`src/sv/imu_dfr_pkg.sv`:
```
// Shared constants and types for the inertial sensor frame deframer.
// Used by imu_frame_deframer; depends on nothing else.
package imu_dfr_pkg;

	localparam logic [7:0] HDR_B0 = 8'hBD;
	localparam logic [7:0] HDR_B1 = 8'hDB;
	localparam logic [7:0] HDR_B2 = 8'h04;

	localparam int OFF_W       = 5;
	localparam int NUM_WORDS   = 9;
	localparam int SLOT_W      = 4;
	localparam int ANGLE_W     = 22;
	localparam int RATE_W      = 23;
	localparam int ACCEL_W     = 16;
	localparam int OUT_BITS    = 3 * ANGLE_W + 3 * RATE_W + 3 * ACCEL_W;
	localparam int OUT_TDATA_W = ((OUT_BITS + 7) / 8) * 8;

	localparam logic [OFF_W-1:0] FIRST_BODY_OFF = 5'd3;
	localparam logic [OFF_W-1:0] LAST_OFF       = 5'd31;

	localparam logic signed [ANGLE_W-1:0] ANGLE_MUL = 22'sd45;
	localparam logic signed [RATE_W-1:0]  RATE_MUL  = 23'sd75;

	typedef logic [15:0] word_t;

	typedef struct packed {
		logic              hit;
		logic [SLOT_W-1:0] idx;
	} slot_t;

	// Map a high-byte offset to its word slot.
	function automatic slot_t slot_of(input logic [OFF_W-1:0] o);
		slot_t s;
		s.hit = 1'b0;
		s.idx = '0;
		if (o inside {5'd4, 5'd6, 5'd8}) begin
			s.hit = 1'b1;
			s.idx = SLOT_W'((o - 5'd4) >> 1);
		end else if (o inside {5'd14, 5'd16, 5'd18, 5'd20, 5'd22, 5'd24}) begin
			s.hit = 1'b1;
			s.idx = SLOT_W'(((o - 5'd14) >> 1) + 5'd3);
		end
		return s;
	endfunction

endpackage

```
`src/sv/imu_frame_deframer.sv`:
```
// Top level of the inertial sensor frame deframer: header hunt, frame
// capture and fixed-point scaling. Depends on imu_dfr_pkg.

// Takes one byte per word on s_axis and hunts for the header BD DB 04; a BD
// byte that breaks the match restarts the hunt as a first header byte. After
// the header the remaining 29 bytes of the 32-byte frame are counted out,
// with nine little-endian signed 16-bit words taken from offsets 3-8 and
// 13-24. The frame's last byte yields one m_axis word with the three angles
// (raw*45, 1/4096 degree), three rates (raw*75, 1/16384) and three
// accelerations (raw, 1/16384 g). Header bytes inside a frame body are data.
// One byte is taken every clock while the consumer does not stall: a byte
// goes through the input register and then a single pass of state update
// and scaling into the output register, which that pass may enter only when
// it is free or being read; the frame's result is presented from there.
// A stalled consumer holds the output register and lets one more byte wait
// in the input register before s_axis_tready drops.
module imu_frame_deframer (
	input  logic                                 clk,
	input  logic                                 arst_n,
	input  logic                                 s_axis_tvalid,
	output logic                                 s_axis_tready,
	input  logic [7:0]                           s_axis_tdata,  // rx_byte
	output logic                                 m_axis_tvalid,
	input  logic                                 m_axis_tready,
	// roll_q, pitch_q, yaw_q, rate_x_q, rate_y_q, rate_z_q,
	// accel_x_q, accel_y_q, accel_z_q, one zero pad bit
	output logic [imu_dfr_pkg::OUT_TDATA_W-1:0] m_axis_tdata
);

	logic                          valid_s1;
	logic [7:0]                    byte_s1;
	logic                          advance;

	logic [1:0]                    hdr_progress_q;
	logic                          in_frame_q;
	logic [imu_dfr_pkg::OFF_W-1:0] offset_q;
	logic [7:0]                    low_byte_q;
	imu_dfr_pkg::word_t            words_q [imu_dfr_pkg::NUM_WORDS];

	logic                          out_valid_q;
	logic [imu_dfr_pkg::OUT_TDATA_W-1:0] out_data_q;

	logic [7:0]                    expect_byte;
	logic                          frame_done;
	imu_dfr_pkg::slot_t            slot;

	logic signed [imu_dfr_pkg::ANGLE_W-1:0] angle [3];
	logic signed [imu_dfr_pkg::RATE_W-1:0]  rate  [3];
	logic signed [imu_dfr_pkg::ACCEL_W-1:0] accel [3];
	logic [imu_dfr_pkg::OUT_TDATA_W-1:0]   packed_out;

	assign advance       = valid_s1 && (!out_valid_q || m_axis_tready);
	assign s_axis_tready = !valid_s1 || advance;
	assign m_axis_tvalid = out_valid_q;
	assign m_axis_tdata  = out_data_q;

	always_ff @(posedge clk or negedge arst_n) begin
		if (!arst_n) begin
			valid_s1 <= 1'b0;
		end else if (s_axis_tready) begin
			valid_s1 <= s_axis_tvalid;
		end
	end

	always_ff @(posedge clk) begin
		if (s_axis_tready && s_axis_tvalid) begin
			byte_s1 <= s_axis_tdata;
		end
	end

	always_comb begin
		case (hdr_progress_q)
			2'd0:    expect_byte = imu_dfr_pkg::HDR_B0;
			2'd1:    expect_byte = imu_dfr_pkg::HDR_B1;
			default: expect_byte = imu_dfr_pkg::HDR_B2;
		endcase
	end

	assign slot       = imu_dfr_pkg::slot_of(offset_q);
	assign frame_done = in_frame_q && (offset_q == imu_dfr_pkg::LAST_OFF);

	always_ff @(posedge clk or negedge arst_n) begin
		if (!arst_n) begin
			hdr_progress_q <= 2'd0;
			in_frame_q     <= 1'b0;
			offset_q       <= '0;
		end else if (advance) begin
			if (!in_frame_q) begin
				if (byte_s1 == expect_byte) begin
					if (hdr_progress_q == 2'd2) begin
						hdr_progress_q <= 2'd0;
						in_frame_q     <= 1'b1;
						offset_q       <= imu_dfr_pkg::FIRST_BODY_OFF;
					end else begin
						hdr_progress_q <= hdr_progress_q + 2'd1;
					end
				end else begin
					hdr_progress_q <= (byte_s1 == imu_dfr_pkg::HDR_B0) ? 2'd1 : 2'd0;
				end
			end else if (frame_done) begin
				in_frame_q     <= 1'b0;
				offset_q       <= '0;
				hdr_progress_q <= 2'd0;
			end else begin
				offset_q <= offset_q + imu_dfr_pkg::OFF_W'(1);
			end
		end
	end

	always_ff @(posedge clk) begin
		if (advance && in_frame_q) begin
			if (offset_q[0]) begin
				low_byte_q <= byte_s1;
			end else if (slot.hit) begin
				words_q[slot.idx] <= {byte_s1, low_byte_q};
			end
		end
	end

	always_comb begin
		for (int k = 0; k < 3; k++) begin
			angle[k] = imu_dfr_pkg::ANGLE_W'($signed(words_q[k])) * imu_dfr_pkg::ANGLE_MUL;
			rate[k]  = imu_dfr_pkg::RATE_W'($signed(words_q[3 + k])) * imu_dfr_pkg::RATE_MUL;
			accel[k] = $signed(words_q[6 + k]);
		end
		packed_out = {{(imu_dfr_pkg::OUT_TDATA_W - imu_dfr_pkg::OUT_BITS){1'b0}},
			accel[2], accel[1], accel[0],
			rate[2], rate[1], rate[0],
			angle[2], angle[1], angle[0]};
	end

	always_ff @(posedge clk or negedge arst_n) begin
		if (!arst_n) begin
			out_valid_q <= 1'b0;
		end else if (advance) begin
			out_valid_q <= frame_done;
		end else if (m_axis_tready) begin
			out_valid_q <= 1'b0;
		end
	end

	always_ff @(posedge clk) begin
		if (advance && frame_done) begin
			out_data_q <= packed_out;
		end
	end

endmodule
```
`config.mk`:
```
export PLATFORM = sky130hd
export DESIGN_NAME = imu_frame_deframer
export DESIGN_NICKNAME = d
export VERILOG_FILES = /design/src/sv/imu_dfr_pkg.sv /design/src/sv/imu_frame_deframer.sv
export SDC_FILE = /design/constraint.sdc
export NUM_CORES = 1
export LEC_CHECK = 0
export BUFFER_PORTS_ARGS = -buffer_cell sky130_fd_sc_hd__buf_2
export CORE_UTILIZATION = 55
export CTS_CLUSTER_DIAMETER = 80
export CTS_CLUSTER_SIZE = 28
export DETAILED_ROUTE_END_ITERATION = 8
export GPL_TIMING_DRIVEN = 1
export PLACE_DENSITY_LB_ADDON = 0.3
export SYNTH_ARGS = -nofsm -noshare
export SYNTH_HDL_FRONTEND = slang
export SYNTH_SLANG_ARGS = --single-unit
```
`constraint.sdc`:
```
create_clock -name clk -period 5.6 [get_ports clk]
set_input_delay 0.56 -clock clk [delete_from_list [all_inputs] [get_ports clk]]
set_output_delay 0.56 -clock clk [all_outputs]
set_load 0.05 [all_outputs]
```
* Word-level counts from Yosys, hierarchy flattened *
Memories as Yosys holds them, arrays and structs flattened. A register that Yosys moved wholly into a read port is not among the register bits.
Cells that the tools add are included.

word-level totals
  output and inout port bits = 186
  memories kept = 1
  logic and storage cells = 75
  flip-flop bits (word level) = 209
  input port bits = 12
  bits in writable memories = 144

cells by class
  reductions and logical operators = 18
  equality and inequality tests = 15
  multiplexer cells = 22
  $add $sub $neg = 5
  multipliers = 6

memories
  memory   depth  bits a word  rd ports  clocked after memory_dff  write ports  line                      RTL
  words_q  9      16           9         3                         1            imu_frame_deframer.sv:38  imu_dfr_pkg::word_t words_q [imu_dfr_pkg::NUM_WORDS];

operator list
  operator               count
  $mul 16x8->23 const B  3
  $mul 16x7->22 const B  3
  $eq 5x5->1 const B     6
  $mux 5                 6
  $pmux 8 s2             1
  $mux 1                 11
  $eq 5x3->1 const B     2
  $eq 5x4->1 const B     2
  $eq 8x8->1             1
  $eq 8x8->1 const B     1
  $mux 2                 4
  $reduce_bool 2->1      3
  $reduce_bool 6->1      1
  $add 5x1->5 const B    1
  $logic_and 1x1->1      5
  $sub 5x3->5 const B    1
  $sub 5x4->5 const B    1
  $add 4x2->4 const B    1
  $reduce_and 2->1       2
  $reduce_and 3->1       1
  $reduce_bool 3->1      1
  $add 2x1->2 const B    1
  $eq 2x1->1 const B     1
  $eq 2x2->1 const B     1
  4 further kinds        6

* Logic depth before layout (Yosys ltp) *
Gate-level depths: netlist of run 1.

  depth in word-level cells = 8
  gate-level depth with buffers = 15
  depth with buffers taken out = 15

* Least setup slack after synthesis of run 1 *
OpenSTA, ideal clock, no wires.

  kind = reg2reg
  start = register offset_q[2] (netlist bit)
  end = register out_data_q (netlist bit m_axis_tdata[0]) (enable)
  arrival time = 4,636 ps
  path slack = 429 ps
  required time = 5,065 ps
  path buffers = 0
  stages on the path, launching flop included = 6
  library setup time = 535 ps
  clock period less this slack = 5,171 ps
  cell sequence = dfrtp_1 -> ha_1 -> and2_1 -> ha_1 -> nand3_1 -> inv_1

between the ends
  word-level cells in the longest chain between the ends = 3

ends and longest elaborated chain
  item                    line                       RTL
  from (decl)             imu_frame_deframer.sv:36   logic [imu_dfr_pkg::OFF_W-1:0] offset_q;
  from (signal assigned)  imu_frame_deframer.sv:93   offset_q <= imu_dfr_pkg::FIRST_BODY_OFF;
  from (signal assigned)  imu_frame_deframer.sv:105  offset_q <= offset_q + imu_dfr_pkg::OFF_W'(1);
  $eq 5x5->1              imu_frame_deframer.sv:80   assign frame_done = in_frame_q && (offset_q == imu_dfr_pkg::LAST_OFF);
  $logic_and 1x1->1       imu_frame_deframer.sv:80
  $logic_and 1x1->1       imu_frame_deframer.sv:143  if (advance && frame_done) begin
  to (signal assigned)    imu_frame_deframer.sv:144  out_data_q <= packed_out;
  to (decl)               imu_frame_deframer.sv:41   logic [imu_dfr_pkg::OUT_TDATA_W-1:0] out_data_q;

No other way between the ends.
A chain may end at the register's enable or synchronous reset.

==> results.yml, run 1 <==
status:
  status: "complete, no violations"
placed_design:
  dp_slack_ps: 1200
  io_buffers: 196
  dp.final_hpwl_um: 34500
  gp_congestion: 0.877
  dp_cells: 2732
logic_synthesis:
  synth-adder-area-share: 0.324
  synth_warnings: 0
  synth_edf_count: 343
  synth_flop_cell: "edfxtp_1"
  syn_area_um2: 23900
  synth_area_per_cell_um2: 12.3
  synth-xor-area-share: 0.0388
  synthArstFlopShare: 0.0283
  syn_inst: 1947
  syn_nets: 2476
  synth_top_family_by_area: "adder cells"
  synth_compound_area_frac: 0.0706
  ys_ff_latch: 353
  yosys.cell_types.count: 68
  ys_seq_area_frac: 0.441
  synth_simple_gate_area_frac: 0.0517
  synth_mux_area_frac: 0.00209
min_path:
  hp-start: "s_axis_tdata[4]"
  hold-path-endpoint: "byte_s1[4]"
  holdCritPathClass: "in2reg"
  hold_depth: 1
setup_path:
  path_buf_inv: 2
  path_max_fanout: 5
  path_cells: "ha_1 -> fa_1 -> inv_1 -> fa_1 -> inv_1 -> ha_1 -> o21a_1 -> o21ai_0 -> nor2_1 -> a2111oi_0 -> o21ai_0 -> o41ai_1 -> xnor2_1"
  worstSetupStartpoint: "words_q[5][7]"
  required_ps: 5920
  reg2reg_depth: 13
  crit_slowest_cell: "a2111oi_0"
  end_kind: "register"
  r2r-end: "m_axis_tdata[134]"
  cp_slowest_stage_delay_ps: 630
  crit_family: "adder cells"
  crit_type: "reg2reg"
  timing.rr.start: "words_q[5][7]"
  cp.arrival_ps: 4720
  setup.worst_path.start_class: "register"
  reg2reg_slack_ps: 1200
route:
  vias: 14500
  wl_um: 45900
  ant_nets: 0
  routed.top_layer: "met4"
  wire_per_inst_um: 16.6
  vias_per_cell: 5.23
  wl_met3_um: 2050
  drc: 0
  met1Wirelength_um: 20700
  met2_length_um: 22300
  first_pass_iters: 5
  drt_first_iter_violations: 633
timing:
  fin_ws_ps: 1200
  fin_crit_ps: 4400
  hold_slack_ps: 154
  tns_ps: 0
  slew_headroom: 0.305
  period_share: 0.786
  hold_viol_final: 0
  tightest_slew_ps: 1040
  max_freq_mhz: 227
  slew_viol_final: 0
  clock-skew-final_ps: 24.1
  finalSetupViolations: 0
  grt_setup_unrepaired: "no"
die:
  die_y_um: 211
  pin_count: 198
  dieWidth_um: 211
  num_rows: 76
  floorplan.initialDensity: 0.557
  die_area_um2: 44300
  core_um2: 43000
clock_tree:
  clockBufferDepth: 3
  cts_made_buffers: 23
  htree_levels: 1
  post_cts_resized: 0
  cts_tree: "built"
  root_buffer: "clkbuf_16"
  cts_hold_buf: 1
  clkSinkCount: 353
  clkTransAtPathRegs_ps: 110
  clkLatencyLatePin_ps: 580
  post-cts-setup-buffers: 0
power:
  comb_power_share: 0.003
  p_int_w: 0.00372
  pwr-share-clk: 0.395
  peakVddDrop_mv: 0.309
  p_switching_w: 0.00110
  switching_share: 0.227
  pwr_density_cell_nw_per_um2: 182
  power_w: 0.00482
  p_seq_frac: 0.603
  p_leak_nw: 12.1
grt:
  grt.total_usage: 0.214
  grt_start_max_net_pins: 148
  grt_pass1_wl_um: 74800
  first_global_vias: 14900
  grt_remaining_overflow: 0
  antenna_found_initial: 1
finish:
  antennaDiodeCount: 0
  fin_cells: 2772
  layout_commonest_cell: "inv_1"
  nets: 2702
  drive_above_1_share: 0.118
  layout_common_cells: "450 x inv_1, 346 x ha_1, 343 x edfxtp_1, 196 x buf_2, 171 x fa_1"
  syn_to_final_growth_pct: 10.8
run:
  maxCapViolations: 0
[worst reg2reg max path, cell delays in order (launching register included)]
cell and delay, ps:
edfxtp_1 470, ha_1 360, fa_1 540, inv_1 50, fa_1 470, inv_1 40, ha_1 340, o21a_1 200
o21ai_0 240, nor2_1 110, a2111oi_0 630, o21ai_0 250, o41ai_1 350, xnor2_1 110
[synth_stat cells, drive strengths merged, types with 15 or more instances]
cell	number	area [um2]
ha	346	4330
nand2	46	173
o21ai	58	302
inv	451	1690
nand3	17	85.1
fa	171	3420
nor3	17	85.1
a21oi	72	360
nor2b	19	121
a21o	28	210
xnor2	79	692
nor2	86	325
o21a	15	113
edfxtp	343	10300
xor2	27	236
[power groups by stage]
stage	Combinational [W]	Sequential [W]	Clock, W
after global routing	0.0000142	0.00291	0.00204
after global placement	0.0000116	0.00297	0
after floorplan	0.00000632	0.00294	0
after CTS	0.0000128	0.00291	0.00196
after detailed placement	0.0000123	0.00297	0
final	0.0000129	0.00290	0.00190
[kinds of logic (layout without fill, tap and decap cells)]
kind of cell               Yosys count  count (layout)
buffers and inverters              456             696
adders and majority gates          517             517
AOI/OAI and AO/OA                  260             260
DFF                                353             353
muxes                                5               5
and+or+nand+nor                    249             249
xor gates and xnor gates           106             106
other                                1               1
[worst max-delay path by stage]
stage	end	slack, ps	cells after the start
2_1_floorplan	m_axis_tdata[0]	430	5
3_3_place_gp	m_axis_tdata[134]	1300	13
3_5_place_dp	m_axis_tdata[134]	1200	13
4_1_cts	m_axis_tdata[134]	1170	13
5_1_grt	m_axis_tdata[134]	740	13
6_report	m_axis_tdata[134]	1200	13
[per-stage QoR]
stage | util | cell area (um2)
floorplan | - | 23900
global placement | 0.598 | 25700
detailed placement | 0.598 | 25700
CTS | 0.617 | 26500
global route | 0.617 | 26500
finish | 0.617 | 26500
[per-layer routing]
layer  GRT usage  vias up
li1            -     7031
met3      0.0238       65
met5           0        -
met1       0.288     7103
met4      0.0550        0
met2       0.371      295
[flip-flops by register name, indices dropped and copies added, names as in the netlist]
name / cells
m_axis_tvalid: 1
valid_s1: 1
words_q: 144
offset_q: 5
in_frame_q: 1
hdr_progress_q: 2
m_axis_tdata: 183
byte_s1: 8
low_byte_q: 8
[final cells by class]
type / count / area [um2]
fillers: 3400 / 16500
multi-input cells: 1138 / 11700
flip-flops and latches: 353 / 10600
inverters: 451 / 1700
repair buffers: 206 / 1060
well taps: 585 / 732
clock buffers: 24 / 579
clock inverters: 15 / 238
No activity file was read; power rests on OpenSTA's default activity.
==> run 2, diff against run 1 <==
- clock period: 5.6 -> 3.8 ns (I/O delays scaled with it)
==> results.yml, run 2 (synthesized netlist as in run 1, its figures left out) <==
status:
  status: "finished with violations"
  failed_checks: "negative setup slack"
timing:
  hold_slack_ps: 107
  hold_viol_final: 0
  tns_ps: -927
  grt_setup_unrepaired: "yes"
  max_freq_mhz: 252
  fin_ws_ps: -169
  slew_viol_final: 0
  slew_headroom: 0.352
  clock-skew-final_ps: 27.8
  fin_crit_ps: 3970
  tightest_slew_ps: 972
  period_share: 1.04
  finalSetupViolations: 16
min_path:
  hp-start: "m_axis_tready"
  hold-path-endpoint: "m_axis_tvalid"
  holdCritPathClass: "in2reg"
  hold_depth: 3
route:
  drc: 0
  wl_um: 55800
  vias: 16200
  wire_per_inst_um: 18.1
  first_pass_iters: 5
  vias_per_cell: 5.28
  ant_nets: 0
  drt_first_iter_violations: 733
clock_tree:
  cts_tree: "built"
  clkLatencyLatePin_ps: 580
  htree_levels: 1
  root_buffer: "clkbuf_16"
  clkTransAtPathRegs_ps: 100
  cts_made_buffers: 24
  clockBufferDepth: 3
  clkSinkCount: 353
setup_path:
  crit_type: "reg2reg"
  path_buf_inv: 5
  crit_family: "adder cells"
  cp.arrival_ps: 4280
  r2r-end: "m_axis_tdata[60]"
  reg2reg_slack_ps: -170
  timing.rr.start: "words_q[2][5]"
  reg2reg_depth: 17
  crit_slowest_cell: "edfxtp_1"
  required_ps: 4110
  path_max_fanout: 4
  end_kind: "register"
  path_cells: "buf_4 -> ha_4 -> ha_4 -> fa_1 -> inv_1 -> fa_1 -> inv_1 -> ha_4 -> buf_4 -> nand2_1 -> nor2_2 -> a21oi_2 -> a31o_2 -> buf_4 -> o21bai_1 -> a21oi_1 -> xnor2_1"
  setup.worst_path.start_class: "register"
  cp_slowest_stage_delay_ps: 490
die:
  die_y_um: 211
  pin_count: 198
  die_area_um2: 44300
  floorplan.initialDensity: 0.557
  dieWidth_um: 211
  core_um2: 43000
  num_rows: 76
finish:
  antennaDiodeCount: 0
  layout_commonest_cell: "inv_1"
  largest_reg_flops: 183
  multi_input_area_um2: 13800
  final_area_um2: 31100
  nets: 2999
  layout_common_cells: "419 x inv_1, 343 x edfxtp_1, 265 x buf_4, 239 x ha_1, 196 x buf_2"
  syn_to_final_growth_pct: 29.8
  ff_latch_area_um2: 10600
  drive_above_1_share: 0.328
  n_fill_cell: 2803
  final_util: 0.722
power:
  p_leak_nw: 13.7
  pwr_density_cell_nw_per_um2: 235
  peakVddDrop_mv: 0.332
run:
  maxCapViolations: 0
placed_design:
  gp_congestion: 0.875
  io_buffers: 196
  place_area_um2: 27300
  dp.final_hpwl_um: 37200
grt:
  first_global_vias: 16700
  grt_remaining_overflow: 0
  grt.total_usage: 0.236
  antenna_found_initial: 0
  grt_start_max_net_pins: 158
  grt_pass1_wl_um: 82500
[run 2: power by group]
| group | internal [W] | leakage, nW | switching (W) |
|---|---|---|---|
| sequential | 0.00423 | 3.21 | 0.0000454 |
| combinational | 0.0000135 | 10.1 | 0.0000133 |
| clock | 0.00136 | 0.437 | 0.00162 |
[run 2: cell type report]
cell class                 count  share of cell area
multi-input combinational   1138               0.443
sequential                   353               0.340
timing repair buffer         502               0.110
inverter                     451              0.0546
tap                          585              0.0236
clock buffer                  25              0.0201
clock inverter                19             0.00854
[run 2: per-stage QoR]
step | worst slack [ps] | total power (W) | std cells
floorplan | -339 | 0.00434 | 1947
global placement | -148 | 0.00439 | 2935
detailed placement | -311 | 0.00438 | 2935
CTS | -50.3 | 0.00738 | 3028
global route | -264 | 0.00751 | 3073
finish | -169 | 0.00729 | 3073
[run 2: repair_timing]
action	CTS	global route
hold buffers	10	0
hold endpoints to repair	19	0
endpoints found under the setup margin	38	49
pin swaps	66	138
setup buffers	39	47
gates resized for setup	110	239
[run 2: tightest hold or removal path: stages]
cell and delay, ps:
buf_2 90, nand2b_1 130, nand2_1 60
[run 2: how the worst max path moves through the flow]
| stage | from | to | slack, ps | cells after the start |
|---|---|---|---|---|
| after floorplan | offset_q[1] | m_axis_tdata[0] | -340 | 5 |
| after global placement | words_q[5][8] | m_axis_tdata[134] | -150 | 13 |
| after detailed placement | words_q[1][11] | m_axis_tdata[43] | -310 | 13 |
| after CTS | words_q[3][5] | m_axis_tdata[85] | -50 | 13 |
| after global routing | words_q[2][4] | m_axis_tdata[59] | -260 | 14 |
| final | words_q[2][5] | m_axis_tdata[60] | -170 | 17 |
[run 2: per-layer routing]
| layer | GRT usage | vias up | part of all wire |
|---|---|---|---|
| li1 | - | 7632 | - |
| met1 | 0.297 | 8107 | 0.40 |
| met2 | 0.422 | 390 | 0.53 |
| met3 | 0.0270 | 107 | 0.044 |
| met4 | 0.0777 | 0 | 0.030 |
| met5 | 0 | - | 0 |
